File: src/rtl/svm_pkg.sv
package svm_pkg;

  localparam int STACK_DEPTH_DEF = 16;
  localparam int NUM_VARS_DEF    = 16;
  localparam int DATA_W          = 32;
  localparam int IDX_W           = 4;

  typedef enum logic [2:0] {
    OP_PUSH  = 3'd0,
    OP_LOAD  = 3'd1,
    OP_ADD   = 3'd2,
    OP_SUB   = 3'd3,
    OP_MUL   = 3'd4,
    OP_DIV   = 3'd5,
    OP_STORE = 3'd6,
    OP_NOP   = 3'd7
  } opcode_t;

  typedef enum logic [2:0] {
    ST_OK    = 3'd0,
    ST_UNDEF = 3'd1,
    ST_NOVAL = 3'd2,
    ST_UNDER = 3'd3,
    ST_OVER  = 3'd4,
    ST_DIVZ  = 3'd5
  } status_t;

  typedef enum logic [2:0] {
    CL_NOP,
    CL_PUSH,
    CL_LOAD,
    CL_ALU,
    CL_STORE
  } op_class_t;

  typedef enum logic [1:0] {
    ALU_ADD,
    ALU_SUB,
    ALU_MUL,
    ALU_DIV
  } alu_op_t;

  // Decoded request as it travels from the front queue to the execute side.
  typedef struct packed {
    op_class_t          cls;
    alu_op_t            alu;
    logic [DATA_W-1:0]  imm;
    logic [IDX_W-1:0]   idx;
    logic               idx_ok;
    logic               start;
  } fr_item_t;

  typedef enum logic [2:0] {
    BK_IDLE,
    BK_LOAD,
    BK_STORE,
    BK_RD_B,
    BK_RD_A,
    BK_EXEC,
    BK_DIV,
    BK_COMMIT
  } bk_state_t;

endpackage

File: src/rtl/stack_expression_vm_top.sv
// Path from accepted request to result: push, no-op, store to an empty stack and errors
// other than divide by zero are answered in the idle state; load and store pass through
// their own state; add, sub, mul and divide by zero read both operands in turn through the
// single stack RAM read port, then execute and commit; divide also waits on the divider.
// A 2-entry request queue decouples input from execute, which takes one request at a time.
// Reset: stack empty, result cleared, all variables undefined; RAMs not cleared.
module stack_expression_vm_top #(
  parameter int STACK_DEPTH = svm_pkg::STACK_DEPTH_DEF,
  parameter int NUM_VARS    = svm_pkg::NUM_VARS_DEF
) (
  input  logic        clk,
  input  logic        rst,
  input  logic        in_valid,
  output logic        in_stall,
  input  logic [2:0]  opcode,
  input  logic [31:0] immediate_value,
  input  logic [3:0]  var_index,
  input  logic        program_start,
  output logic        out_valid,
  input  logic        out_stall,
  output logic [31:0] last_result,
  output logic        result_valid,
  output logic [2:0]  status
);

  import svm_pkg::*;

  fr_item_t q_item;
  logic     q_valid;
  logic     q_pop;

  svm_front #(.NUM_VARS(NUM_VARS)) u_front (
    .clk             (clk),
    .rst             (rst),
    .in_valid        (in_valid),
    .in_stall        (in_stall),
    .opcode          (opcode),
    .immediate_value (immediate_value),
    .var_index       (var_index),
    .program_start   (program_start),
    .q_item          (q_item),
    .q_valid         (q_valid),
    .q_pop           (q_pop)
  );

  svm_back #(.STACK_DEPTH(STACK_DEPTH), .NUM_VARS(NUM_VARS)) u_back (
    .clk          (clk),
    .rst          (rst),
    .q_item       (q_item),
    .q_valid      (q_valid),
    .q_pop        (q_pop),
    .out_valid    (out_valid),
    .out_stall    (out_stall),
    .last_result  (last_result),
    .result_valid (result_valid),
    .status       (status)
  );

`ifndef ASSERT_OFF
  a_no_result_is_zero: assert property (@(posedge clk) disable iff (rst)
    out_valid && !result_valid |-> last_result == '0)
    else $error("last_result nonzero without a result in this program");

  a_pop_needs_item: assert property (@(posedge clk) disable iff (rst)
    q_pop |-> q_valid)
    else $error("request taken from an empty queue");

  a_reset_idle: assert property (@(posedge clk)
    $past(rst) |-> !out_valid)
    else $error("result presented right after reset");
`endif

endmodule

File: src/rtl/svm_ram.sv
module svm_ram #(
  parameter int WIDTH = 32,
  parameter int DEPTH = 16,
  localparam int AW = (DEPTH > 1) ? $clog2(DEPTH) : 1
) (
  input  logic             clk,
  input  logic             wr_en,
  input  logic [AW-1:0]    wr_addr,
  input  logic [WIDTH-1:0] wr_data,
  input  logic             rd_en,
  input  logic [AW-1:0]    rd_addr,
  output logic [WIDTH-1:0] rd_data
);

  logic [WIDTH-1:0] mem [DEPTH];

  always_ff @(posedge clk) begin
    if (wr_en) begin
      mem[wr_addr] <= wr_data;
    end
    if (rd_en) begin
      rd_data <= mem[rd_addr];
    end
  end

endmodule

File: src/rtl/svm_div.sv
module svm_div (
  input  logic        clk,
  input  logic        rst,
  input  logic        start,
  input  logic [31:0] dividend,
  input  logic [31:0] divisor,
  output logic        done,
  output logic [31:0] quotient
);

  import svm_pkg::*;

  logic                busy;
  logic [4:0]          cnt;
  logic [DATA_W-1:0]   rem;
  logic [DATA_W-1:0]   quo;
  logic [DATA_W-1:0]   dsr;
  logic                neg;
  logic [DATA_W+1:0]   trial;
  logic                fits;

  // Restoring divide on magnitudes, one quotient bit per cycle.
  assign trial = {1'b0, rem, quo[DATA_W-1]} - {2'b00, dsr};
  assign fits  = !trial[DATA_W+1];
  assign quotient = neg ? (DATA_W'(0) - quo) : quo;

  always_ff @(posedge clk) begin
    if (rst) begin
      busy <= 1'b0;
      done <= 1'b0;
    end else begin
      done <= 1'b0;
      if (start) begin
        busy <= 1'b1;
      end else if (busy && cnt == 5'(DATA_W - 1)) begin
        busy <= 1'b0;
        done <= 1'b1;
      end
    end
  end

  always_ff @(posedge clk) begin
    if (start) begin
      cnt <= '0;
      rem <= '0;
      quo <= dividend[DATA_W-1] ? (DATA_W'(0) - dividend) : dividend;
      dsr <= divisor[DATA_W-1] ? (DATA_W'(0) - divisor) : divisor;
      neg <= dividend[DATA_W-1] ^ divisor[DATA_W-1];
    end else if (busy) begin
      cnt <= cnt + 5'd1;
      rem <= fits ? trial[DATA_W-1:0] : {rem[DATA_W-2:0], quo[DATA_W-1]};
      quo <= {quo[DATA_W-2:0], fits};
    end
  end

endmodule

File: src/rtl/svm_front.sv
module svm_front #(
  parameter int NUM_VARS = 16
) (
  input  logic              clk,
  input  logic              rst,
  input  logic              in_valid,
  output logic              in_stall,
  input  logic [2:0]        opcode,
  input  logic [31:0]       immediate_value,
  input  logic [3:0]        var_index,
  input  logic              program_start,
  output svm_pkg::fr_item_t q_item,
  output logic              q_valid,
  input  logic              q_pop
);

  import svm_pkg::*;

  fr_item_t   slots [2];
  fr_item_t   dec;
  logic       wptr;
  logic       rptr;
  logic [1:0] count;
  logic       push;

  always_comb begin
    dec.imm    = immediate_value;
    dec.idx    = var_index;
    dec.idx_ok = ({28'd0, var_index} < 32'(NUM_VARS));
    dec.start  = program_start;
    dec.alu    = ALU_ADD;
    dec.cls    = CL_NOP;
    unique case (opcode_t'(opcode))
      OP_PUSH:  dec.cls = CL_PUSH;
      OP_LOAD:  dec.cls = CL_LOAD;
      OP_ADD: begin
        dec.cls = CL_ALU;
        dec.alu = ALU_ADD;
      end
      OP_SUB: begin
        dec.cls = CL_ALU;
        dec.alu = ALU_SUB;
      end
      OP_MUL: begin
        dec.cls = CL_ALU;
        dec.alu = ALU_MUL;
      end
      OP_DIV: begin
        dec.cls = CL_ALU;
        dec.alu = ALU_DIV;
      end
      OP_STORE: dec.cls = CL_STORE;
      OP_NOP:   dec.cls = CL_NOP;
    endcase
  end

  assign in_stall = (count == 2'd2);
  assign push     = in_valid && !in_stall;
  assign q_valid  = (count != 2'd0);
  assign q_item   = slots[rptr];

  always_ff @(posedge clk) begin
    if (rst) begin
      wptr  <= 1'b0;
      rptr  <= 1'b0;
      count <= 2'd0;
    end else begin
      if (push) begin
        wptr <= !wptr;
      end
      if (q_pop) begin
        rptr <= !rptr;
      end
      count <= count + {1'b0, push} - {1'b0, q_pop};
    end
  end

  always_ff @(posedge clk) begin
    if (push) begin
      slots[wptr] <= dec;
    end
  end

endmodule

File: src/rtl/svm_back.sv
module svm_back #(
  parameter int STACK_DEPTH = 16,
  parameter int NUM_VARS    = 16
) (
  input  logic              clk,
  input  logic              rst,
  input  svm_pkg::fr_item_t q_item,
  input  logic              q_valid,
  output logic              q_pop,
  output logic              out_valid,
  input  logic              out_stall,
  output logic [31:0]       last_result,
  output logic              result_valid,
  output logic [2:0]        status
);

  import svm_pkg::*;

  localparam int DW  = $clog2(STACK_DEPTH + 1);
  localparam int SAW = $clog2(STACK_DEPTH);
  localparam int VAW = (NUM_VARS > 1) ? $clog2(NUM_VARS) : 1;

  bk_state_t state, state_next;
  fr_item_t  cur;

  logic [DW-1:0]     depth, depth_next, depth_eff, dm1_eff, dm1, dm2;
  logic [DATA_W-1:0] opa, opb, res_tmp, result_reg, result_next;
  logic              result_seen, seen_next, divz;
  logic [NUM_VARS-1:0] var_defined, var_has;

  logic [VAW+IDX_W-1:0] qidx_ext, cidx_ext;
  logic [VAW-1:0]       q_vaddr, c_vaddr;
  logic                 def_hit, has_hit, full_eff, emit_ok;

  // classification of the request at the head of the queue
  logic    multi;
  status_t idle_st;

  // control
  logic              emit, clr, set;
  status_t           emit_status, out_status;
  logic [DATA_W-1:0] set_val;
  logic              stk_we, stk_re, var_we, var_re;
  logic [SAW-1:0]    stk_waddr, stk_raddr;
  logic [DATA_W-1:0] stk_wdata, stk_dout, var_dout;
  logic              flag_we, flag_has;
  logic [VAW-1:0]    flag_addr;
  logic              div_start, div_done;
  logic [DATA_W-1:0] div_q;

  svm_ram #(.WIDTH(DATA_W), .DEPTH(STACK_DEPTH)) u_stack (
    .clk     (clk),
    .wr_en   (stk_we),
    .wr_addr (stk_waddr),
    .wr_data (stk_wdata),
    .rd_en   (stk_re),
    .rd_addr (stk_raddr),
    .rd_data (stk_dout)
  );

  svm_ram #(.WIDTH(DATA_W), .DEPTH(NUM_VARS)) u_vars (
    .clk     (clk),
    .wr_en   (var_we),
    .wr_addr (c_vaddr),
    .wr_data (stk_dout),
    .rd_en   (var_re),
    .rd_addr (q_vaddr),
    .rd_data (var_dout)
  );

  svm_div u_div (
    .clk      (clk),
    .rst      (rst),
    .start    (div_start),
    .dividend (opa),
    .divisor  (opb),
    .done     (div_done),
    .quotient (div_q)
  );

  assign qidx_ext  = {{VAW{1'b0}}, q_item.idx};
  assign cidx_ext  = {{VAW{1'b0}}, cur.idx};
  assign q_vaddr   = qidx_ext[VAW-1:0];
  assign c_vaddr   = cidx_ext[VAW-1:0];

  // program start empties the stack before the instruction looks at it
  assign depth_eff = q_item.start ? '0 : depth;
  assign dm1_eff   = depth_eff - DW'(1);
  assign dm1       = depth - DW'(1);
  assign dm2       = depth - DW'(2);
  assign full_eff  = (depth_eff == DW'(STACK_DEPTH));
  assign def_hit   = q_item.idx_ok && var_defined[q_vaddr];
  assign has_hit   = var_has[q_vaddr];
  assign emit_ok   = !out_valid || !out_stall;

  always_comb begin
    multi   = 1'b0;
    idle_st = ST_OK;
    unique case (q_item.cls)
      CL_PUSH: begin
        if (full_eff) idle_st = ST_OVER;
      end
      CL_LOAD: begin
        if (!def_hit)       idle_st = ST_UNDEF;
        else if (!has_hit)  idle_st = ST_NOVAL;
        else if (full_eff)  idle_st = ST_OVER;
        else                multi   = 1'b1;
      end
      CL_ALU: begin
        if (depth_eff < DW'(2)) idle_st = ST_UNDER;
        else                    multi   = 1'b1;
      end
      CL_STORE: begin
        if (!q_item.idx_ok)          idle_st = ST_UNDEF;
        else if (depth_eff != '0)    multi   = 1'b1;
      end
      CL_NOP: ;
      default: ;
    endcase
  end

  // next state
  always_comb begin
    state_next = state;
    unique case (state)
      BK_IDLE: begin
        if (q_valid && multi) begin
          if (q_item.cls == CL_LOAD)       state_next = BK_LOAD;
          else if (q_item.cls == CL_STORE) state_next = BK_STORE;
          else                             state_next = BK_RD_B;
        end
      end
      BK_LOAD, BK_STORE, BK_COMMIT: begin
        if (emit_ok) state_next = BK_IDLE;
      end
      BK_RD_B: state_next = BK_RD_A;
      BK_RD_A: state_next = BK_EXEC;
      BK_EXEC: state_next = div_start ? BK_DIV : BK_COMMIT;
      BK_DIV: begin
        if (div_done) state_next = BK_COMMIT;
      end
      default: state_next = BK_IDLE;
    endcase
  end

  // outputs of the sequencer
  always_comb begin
    q_pop       = 1'b0;
    emit        = 1'b0;
    emit_status = ST_OK;
    clr         = 1'b0;
    set         = 1'b0;
    set_val     = stk_dout;
    depth_next  = depth;
    stk_we      = 1'b0;
    stk_waddr   = depth[SAW-1:0];
    stk_wdata   = res_tmp;
    stk_re      = 1'b0;
    stk_raddr   = dm1_eff[SAW-1:0];
    var_we      = 1'b0;
    var_re      = 1'b0;
    flag_we     = 1'b0;
    flag_addr   = c_vaddr;
    flag_has    = 1'b0;
    div_start   = 1'b0;
    unique case (state)
      BK_IDLE: begin
        if (q_valid && (multi || emit_ok)) begin
          q_pop      = 1'b1;
          clr        = q_item.start;
          depth_next = depth_eff;
          if (multi) begin
            var_re = (q_item.cls == CL_LOAD);
            stk_re = (q_item.cls != CL_LOAD);
          end else begin
            emit        = 1'b1;
            emit_status = idle_st;
            if (q_item.cls == CL_PUSH && idle_st == ST_OK) begin
              stk_we     = 1'b1;
              stk_waddr  = depth_eff[SAW-1:0];
              stk_wdata  = q_item.imm;
              depth_next = depth_eff + DW'(1);
            end
            // store with nothing stacked: defined, bound to no value
            if (q_item.cls == CL_STORE && idle_st == ST_OK) begin
              flag_we   = 1'b1;
              flag_addr = q_vaddr;
              flag_has  = 1'b0;
            end
          end
        end
      end
      BK_LOAD: begin
        if (emit_ok) begin
          emit       = 1'b1;
          stk_we     = 1'b1;
          stk_wdata  = var_dout;
          depth_next = depth + DW'(1);
          set        = 1'b1;
          set_val    = var_dout;
        end
      end
      BK_STORE: begin
        if (emit_ok) begin
          emit       = 1'b1;
          var_we     = 1'b1;
          flag_we    = 1'b1;
          flag_has   = 1'b1;
          depth_next = dm1;
          set        = 1'b1;
          set_val    = stk_dout;
        end
      end
      BK_RD_B: begin
        stk_re    = 1'b1;
        stk_raddr = dm2[SAW-1:0];
      end
      BK_RD_A: ;
      BK_EXEC: begin
        div_start = (cur.alu == ALU_DIV) && (opb != '0);
      end
      BK_DIV: ;
      BK_COMMIT: begin
        if (emit_ok) begin
          emit = 1'b1;
          if (divz) begin
            emit_status = ST_DIVZ;
          end else begin
            stk_we     = 1'b1;
            stk_waddr  = dm2[SAW-1:0];
            stk_wdata  = res_tmp;
            depth_next = dm1;
            set        = 1'b1;
            set_val    = res_tmp;
          end
        end
      end
      default: ;
    endcase
  end

  assign result_next = set ? set_val : (clr ? '0 : result_reg);
  assign seen_next   = set || (!clr && result_seen);

  always_ff @(posedge clk) begin
    if (rst) begin
      state       <= BK_IDLE;
      depth       <= '0;
      result_reg  <= '0;
      result_seen <= 1'b0;
      var_defined <= '0;
      var_has     <= '0;
      out_valid   <= 1'b0;
    end else begin
      state       <= state_next;
      depth       <= depth_next;
      result_reg  <= result_next;
      result_seen <= seen_next;
      if (flag_we) begin
        var_defined[flag_addr] <= 1'b1;
        var_has[flag_addr]     <= flag_has;
      end
      if (emit) begin
        out_valid <= 1'b1;
      end else if (!out_stall) begin
        out_valid <= 1'b0;
      end
    end
  end

  always_ff @(posedge clk) begin
    if (q_pop) begin
      cur <= q_item;
    end
    if (emit) begin
      last_result  <= result_next;
      result_valid <= seen_next;
      out_status   <= emit_status;
    end
    if (state == BK_RD_B) begin
      opb <= stk_dout;
    end
    if (state == BK_RD_A) begin
      opa <= stk_dout;
    end
    if (state == BK_EXEC) begin
      divz <= (cur.alu == ALU_DIV) && (opb == '0);
      case (cur.alu)
        ALU_ADD: res_tmp <= opa + opb;
        ALU_SUB: res_tmp <= opa - opb;
        ALU_MUL: res_tmp <= opa * opb;
        default: res_tmp <= res_tmp;
      endcase
    end
    if (state == BK_DIV && div_done) begin
      res_tmp <= div_q;
    end
  end

  assign status = out_status;

endmodule
File: config.mk
export PLATFORM = sky130hd
export DESIGN_NAME = stack_expression_vm_top
export DESIGN_NICKNAME = d
export VERILOG_FILES = /design/src/rtl/svm_pkg.sv /design/src/rtl/stack_expression_vm_top.sv /design/src/rtl/svm_ram.sv /design/src/rtl/svm_div.sv /design/src/rtl/svm_front.sv /design/src/rtl/svm_back.sv
export SDC_FILE = /design/constraint.sdc
export NUM_CORES = 2
export LEC_CHECK = 0
export ABC_AREA = 1
export BUFFER_PORTS_ARGS = -buffer_cell sky130_fd_sc_hd__buf_4
export CAP_MARGIN = 10
export CORE_ASPECT_RATIO = 0.9
export CORE_UTILIZATION = 40
export CTS_CLUSTER_SIZE = 14
export DETAILED_ROUTE_END_ITERATION = 7
export GPL_TIMING_DRIVEN = 0
export MAX_ROUTING_LAYER = met4
export PLACE_DENSITY = 0.54
export SETUP_SLACK_MARGIN = 0.5
export SLEW_MARGIN = 5
export SYNTH_ARGS = -nofsm -noshare
export SYNTH_HDL_FRONTEND = slang
export SYNTH_SLANG_ARGS = --single-unit
File: constraint.sdc
create_clock -name clk -period 18.95 [get_ports clk]
set_input_delay 4.7375 -clock clk [delete_from_list [all_inputs] [get_ports clk]]
set_output_delay 4.7375 -clock clk [all_outputs]
set_load 0.01 [all_outputs]
==> impl.org <==
** Critical path
- CP Launch Point :: u_back.opb[4]
- Of all nets on the critical path, the largest fanout is 10.
- By instance count, the cell type seen most on the critical path is sky130_fd_sc_hd__fa_1.
- STA puts the critical path data required time at 19.51 ns.
- Critical Setup Path Class :: flip-flop to flip-flop
- Number of cell instances on the worst register-to-register path :: 28
- STA puts the critical path data arrival time at 10.06 ns.
- The startpoint identified for the worst register-to-register timing path is u_back.opb[4].
- The setup check on the worst reg-to-reg path leaves a slack of 9.45 ns.
- CP startpoint kind :: flip-flop
- Crit end category :: flip-flop
- For this run, the slowest stage of the critical path takes 0.89 ns.
- The worst register-to-register path ends at u_back.res_tmp[30].
- Cell with the biggest individual delay on the critical path :: sky130_fd_sc_hd__clkbuf_1
- The critical path ends at u_back.res_tmp[30].

** Routing
- DRT antenna net count :: 0
- The final layout contains routed wiring with a total length of 319 mm.
- After detailed routing, the number of remaining DRC violations is 0.
- Using the TritonRoute via totals, the vias-per-cell ratio works out to 5.59.
- Number of vias after detailed routing :: 64100
- Dividing the detail-routed wire length by the instance count gives 27.8 um.
- For this run, the detailed router's first-pass iteration total came to 6.
- After the first detailed-routing iteration, the DRC count stood at 7938.

** Die
- Horizontal die dimension :: 482 um
- The floorplan step defined a die boundary enclosing 209000 um2.
- The floorplan step defined a core boundary enclosing 206000 um2.
- The initialized floorplan defines 158 standard-cell rows.
- From bottom edge to top edge, the die measures 434 um.
- 82 I/O pins were placed.
- Starting density of the core :: 40.3%

** Timing
- Least-Margin Pin Slew :: 1.40 ns
- Post-route clock period utilization :: 50.1%
- The worst pin sits at a relative slew slack of 6.46%.
- Unrepaired setup endpoints after global routing :: no
- Setup violations, final :: 0
- Endpoints failing hold :: 0
- Setup TNS after final layout :: 0 ns
- Highest Clock Rate :: 105 MHz
- The max-slew violation count is 0.
- Worst-case clock skew :: 0.0709 ns
- Subtracting the final worst setup slack from the clock period gives 9.50 ns.

** Yosys
- The number of different library cells used by synthesis comes to 63.
- Gate count after technology mapping :: 8251
- Among all flip-flop cells after synthesis, the most frequent one is sky130_fd_sc_hd__edfxtp_1.
- Sequential elements use 52.7% of the synthesized area.
- Dividing the synthesized area by the synthesized cell count gives 10.0 um2.
- The largest total area in the synthesized netlist belongs to sky130_fd_sc_hd__edfxtp_1.
- Synthesis inferred 1494 register bits.
- The mapped netlist covers 82800 um2.
- Cell types with the largest area share after synthesis :: sky130_fd_sc_hd__edfxtp_1 (50%), sky130_fd_sc_hd__fa_1 (9.9%), sky130_fd_sc_hd__nand2_1 (7.3%), sky130_fd_sc_hd__inv_1 (5.8%), sky130_fd_sc_hd__o21ai_0 (3.9%)
- The synthesized design contains 1376 enable-type register cells.
- For this run, the number of Yosys warnings is 0.
- For this run, asynchronously set or reset flops after synthesis account for 0%.
- Summed over its instances, the top area cell type makes up 49.9% of the synthesized netlist area.
- Number of nets produced by synthesis :: 8906

** CTS
- Number of clock sinks :: 1494
- After clock tree synthesis, the clock-pin slew on the worst setup and hold paths is 0.06 ns.
- CTS Hold Buffers Added :: 0
- Buffers inserted by post-CTS timing repair :: 0
- TritonCTS clock tree :: done
- The H-tree generated during clock tree synthesis spans 4 levels.
- In this run the clock root is driven by a sky130_fd_sc_hd__clkbuf_16.
- Gates resized during post-CTS repair numbered 0.
- Clock latency on the worst-skew pair, taken at its later pin, is 0.85 ns.
- No sink is reached through more buffers than the 3 on the longest clock path.
- TritonCTS buffer count :: 162

** Global routing
- Pin count of the biggest net entering global routing :: 34
- GRT Util Overall :: 31.3%
- Initial antenna violation count :: 17
- The first global-routing pass estimated 449 mm of wire.
- GRT Residual Overflow :: 0
- The via count of the first global-routing pass came to 61100.

** Layout
- Largest registers :: u_back.u_stack.mem: 512 flops, u_back.u_vars.mem: 512 flops, u_front.slots: 84 flops
- For this run, the share of the core covered by cells in the final layout is 45.7%.
- From synthesis to final layout, the design area changed by 13.6%.
- Filler cell count in the final layout :: 19300
- Of the cells placed in the final design, the portion with a size suffix greater than 1 is 6.26%.
- At the end of the flow, the number of nets in the layout was 9258.

** Run
- The tool flagged a number of max-cap violations equal to 0.

** Placement
- The congestion estimate from routability-driven global placement came to 1.00.
- Quantity of I/O buffers inserted on ports :: 81
- DPL Wire Length :: 241 mm

** Outcome
- The flow ran to the end, and the final reports show no timing, DRC or antenna violations.

** Hold path
- Worst min path class :: flip-flop to flip-flop
==> synthesized netlist by cell type (all sizes together) (13+ instances only) <==
cell    number
a21o        13
a21oi      269
a31oi       20
buf         63
clkbuf     404
dfxtp      118
edfxtp    1376
fa         411
ha         200
inv       1283
nand2     1619
nand3      291
nand4       30
nor2       617
nor3        48
nor4        16
o211ai     366
o21ai      662
o221ai     123
o22ai       70
or2         18
xnor2       76
xor2        94
==> per-layer routing <==
| layer | up-vias | part of all wire, % | global-route usage (%) |
|---|---|---|---|
| met1 | 32100 | 42 | 42.6 |
| met2 | 3101 | 44 | 46.2 |
| met3 | 554 | 8.6 | 5.23 |
| li1 | 28400 | - | - |
| met5 | - | 0 | - |
| met4 | 0 | 4.9 | 13.5 |
==> worst min path at each step <==
stage | from | to | slack, ns | depth (start not counted)
2_1_floorplan | u_front.count[1] | u_front.count[1] | 0.42 | 1
3_3_place_gp | u_front.count[1] | u_front.count[1] | 0.44 | 1
3_5_place_dp | u_front.count[1] | u_front.count[1] | 0.44 | 1
4_1_cts | u_front.count[1] | u_front.count[1] | 0.45 | 1
5_1_grt | u_back.var_defined[1] | u_back.var_defined[1] | 0.48 | 2
6_report | u_front.count[1] | u_front.count[1] | 0.45 | 1
==> worst max-delay path: cells and delay by family, from the launching register on <==
kind | cells | cell delay [ns]
buffers and inverters | 9 | 2.74
AND/OR/NAND/NOR | 5 | 0.75
adder cells (fa/ha/maj) | 9 | 4.47
AO/OA/AOI/OAI | 5 | 0.94
flip-flops | 1 | 0.32
==> area by class of cell <==
cell class              count  area [um2]  area share [%]
clock buffers             214        4350            4.62
diodes                     11        27.5          0.0293
clock inverters            87         915           0.972
well taps                2720        3400            3.62
repair buffers            188        2250            2.39
inverters                1286        4830            5.13
flip-flops and latches   1494       43700            46.4
plain buffers             467        1830            1.94
multi-input cells        5004       32800            34.9
==> logic make-up (layout without fill, tap and decap cells) <==
family,Yosys count,count (layout),share of synthesized area [%]
AOI/OAI and AO/OA,1571,1571,11.5
xor gates and xnor gates,170,170,1.80
adders and majority gates,611,611,13.0
buffers and inverters,1753,2242,8.04
DFF,1494,1494,52.7
muxes,1,1,0.0166
other,0,11,0
and+or+nand+nor,2651,2651,12.9
==> cells in the final DEF, fill, tap and decap left out, types with 8 or more instances in the layout <==
| cell type | n |
|---|---|
| sky130_fd_sc_hd__a21o_1 | 13 |
| sky130_fd_sc_hd__nor4_1 | 15 |
| sky130_fd_sc_hd__ha_1 | 200 |
| sky130_fd_sc_hd__edfxtp_1 | 1376 |
| sky130_fd_sc_hd__xnor2_1 | 76 |
| sky130_fd_sc_hd__inv_2 | 8 |
| sky130_fd_sc_hd__a31oi_1 | 20 |
| sky130_fd_sc_hd__clkinv_1 | 35 |
| sky130_fd_sc_hd__bufinv_16 | 9 |
| sky130_fd_sc_hd__o21ai_0 | 645 |
| sky130_fd_sc_hd__clkbuf_16 | 162 |
| sky130_fd_sc_hd__nand3_1 | 288 |
| sky130_fd_sc_hd__clkinv_16 | 9 |
| sky130_fd_sc_hd__diode_2 | 11 |
| sky130_fd_sc_hd__o21bai_1 | 12 |
| sky130_fd_sc_hd__o221ai_1 | 123 |
| sky130_fd_sc_hd__clkbuf_8 | 10 |
| sky130_fd_sc_hd__a21oi_1 | 269 |
| sky130_fd_sc_hd__nand4_1 | 29 |
| sky130_fd_sc_hd__inv_1 | 1274 |
| sky130_fd_sc_hd__nand2_1 | 1604 |
| sky130_fd_sc_hd__buf_6 | 18 |
| sky130_fd_sc_hd__nand2_2 | 13 |
| sky130_fd_sc_hd__clkbuf_1 | 444 |
| sky130_fd_sc_hd__fa_1 | 411 |
| sky130_fd_sc_hd__clkinv_2 | 23 |
| sky130_fd_sc_hd__o22ai_1 | 70 |
| sky130_fd_sc_hd__buf_2 | 11 |
| sky130_fd_sc_hd__buf_1 | 41 |
| sky130_fd_sc_hd__or2_2 | 15 |
| sky130_fd_sc_hd__buf_4 | 130 |
| sky130_fd_sc_hd__nor2_1 | 574 |
| sky130_fd_sc_hd__o211ai_1 | 366 |
| sky130_fd_sc_hd__nor3_1 | 42 |
| sky130_fd_sc_hd__buf_16 | 21 |
| sky130_fd_sc_hd__buf_12 | 29 |
| sky130_fd_sc_hd__xor2_1 | 94 |
| sky130_fd_sc_hd__nor2_4 | 38 |
| sky130_fd_sc_hd__dfxtp_1 | 118 |
==> per-stage QoR <==
stage          setup WS [ns]  hold slack, ns  std cells  instance area, um2
5_1_grt                 9.25           0.483      11500               94100
4_1_cts                 9.64           0.453      11500               94000
2_1_floorplan           9.56           0.422       8251               82800
3_3_place_gp            3.24           0.435      11100               86800
3_5_place_dp            9.52           0.443      11200               88800
6_report                9.45           0.454      11500               94100
Power is not shown: default switching activity piles up to over one toggle a cycle in this logic, so the estimate is an artifact.
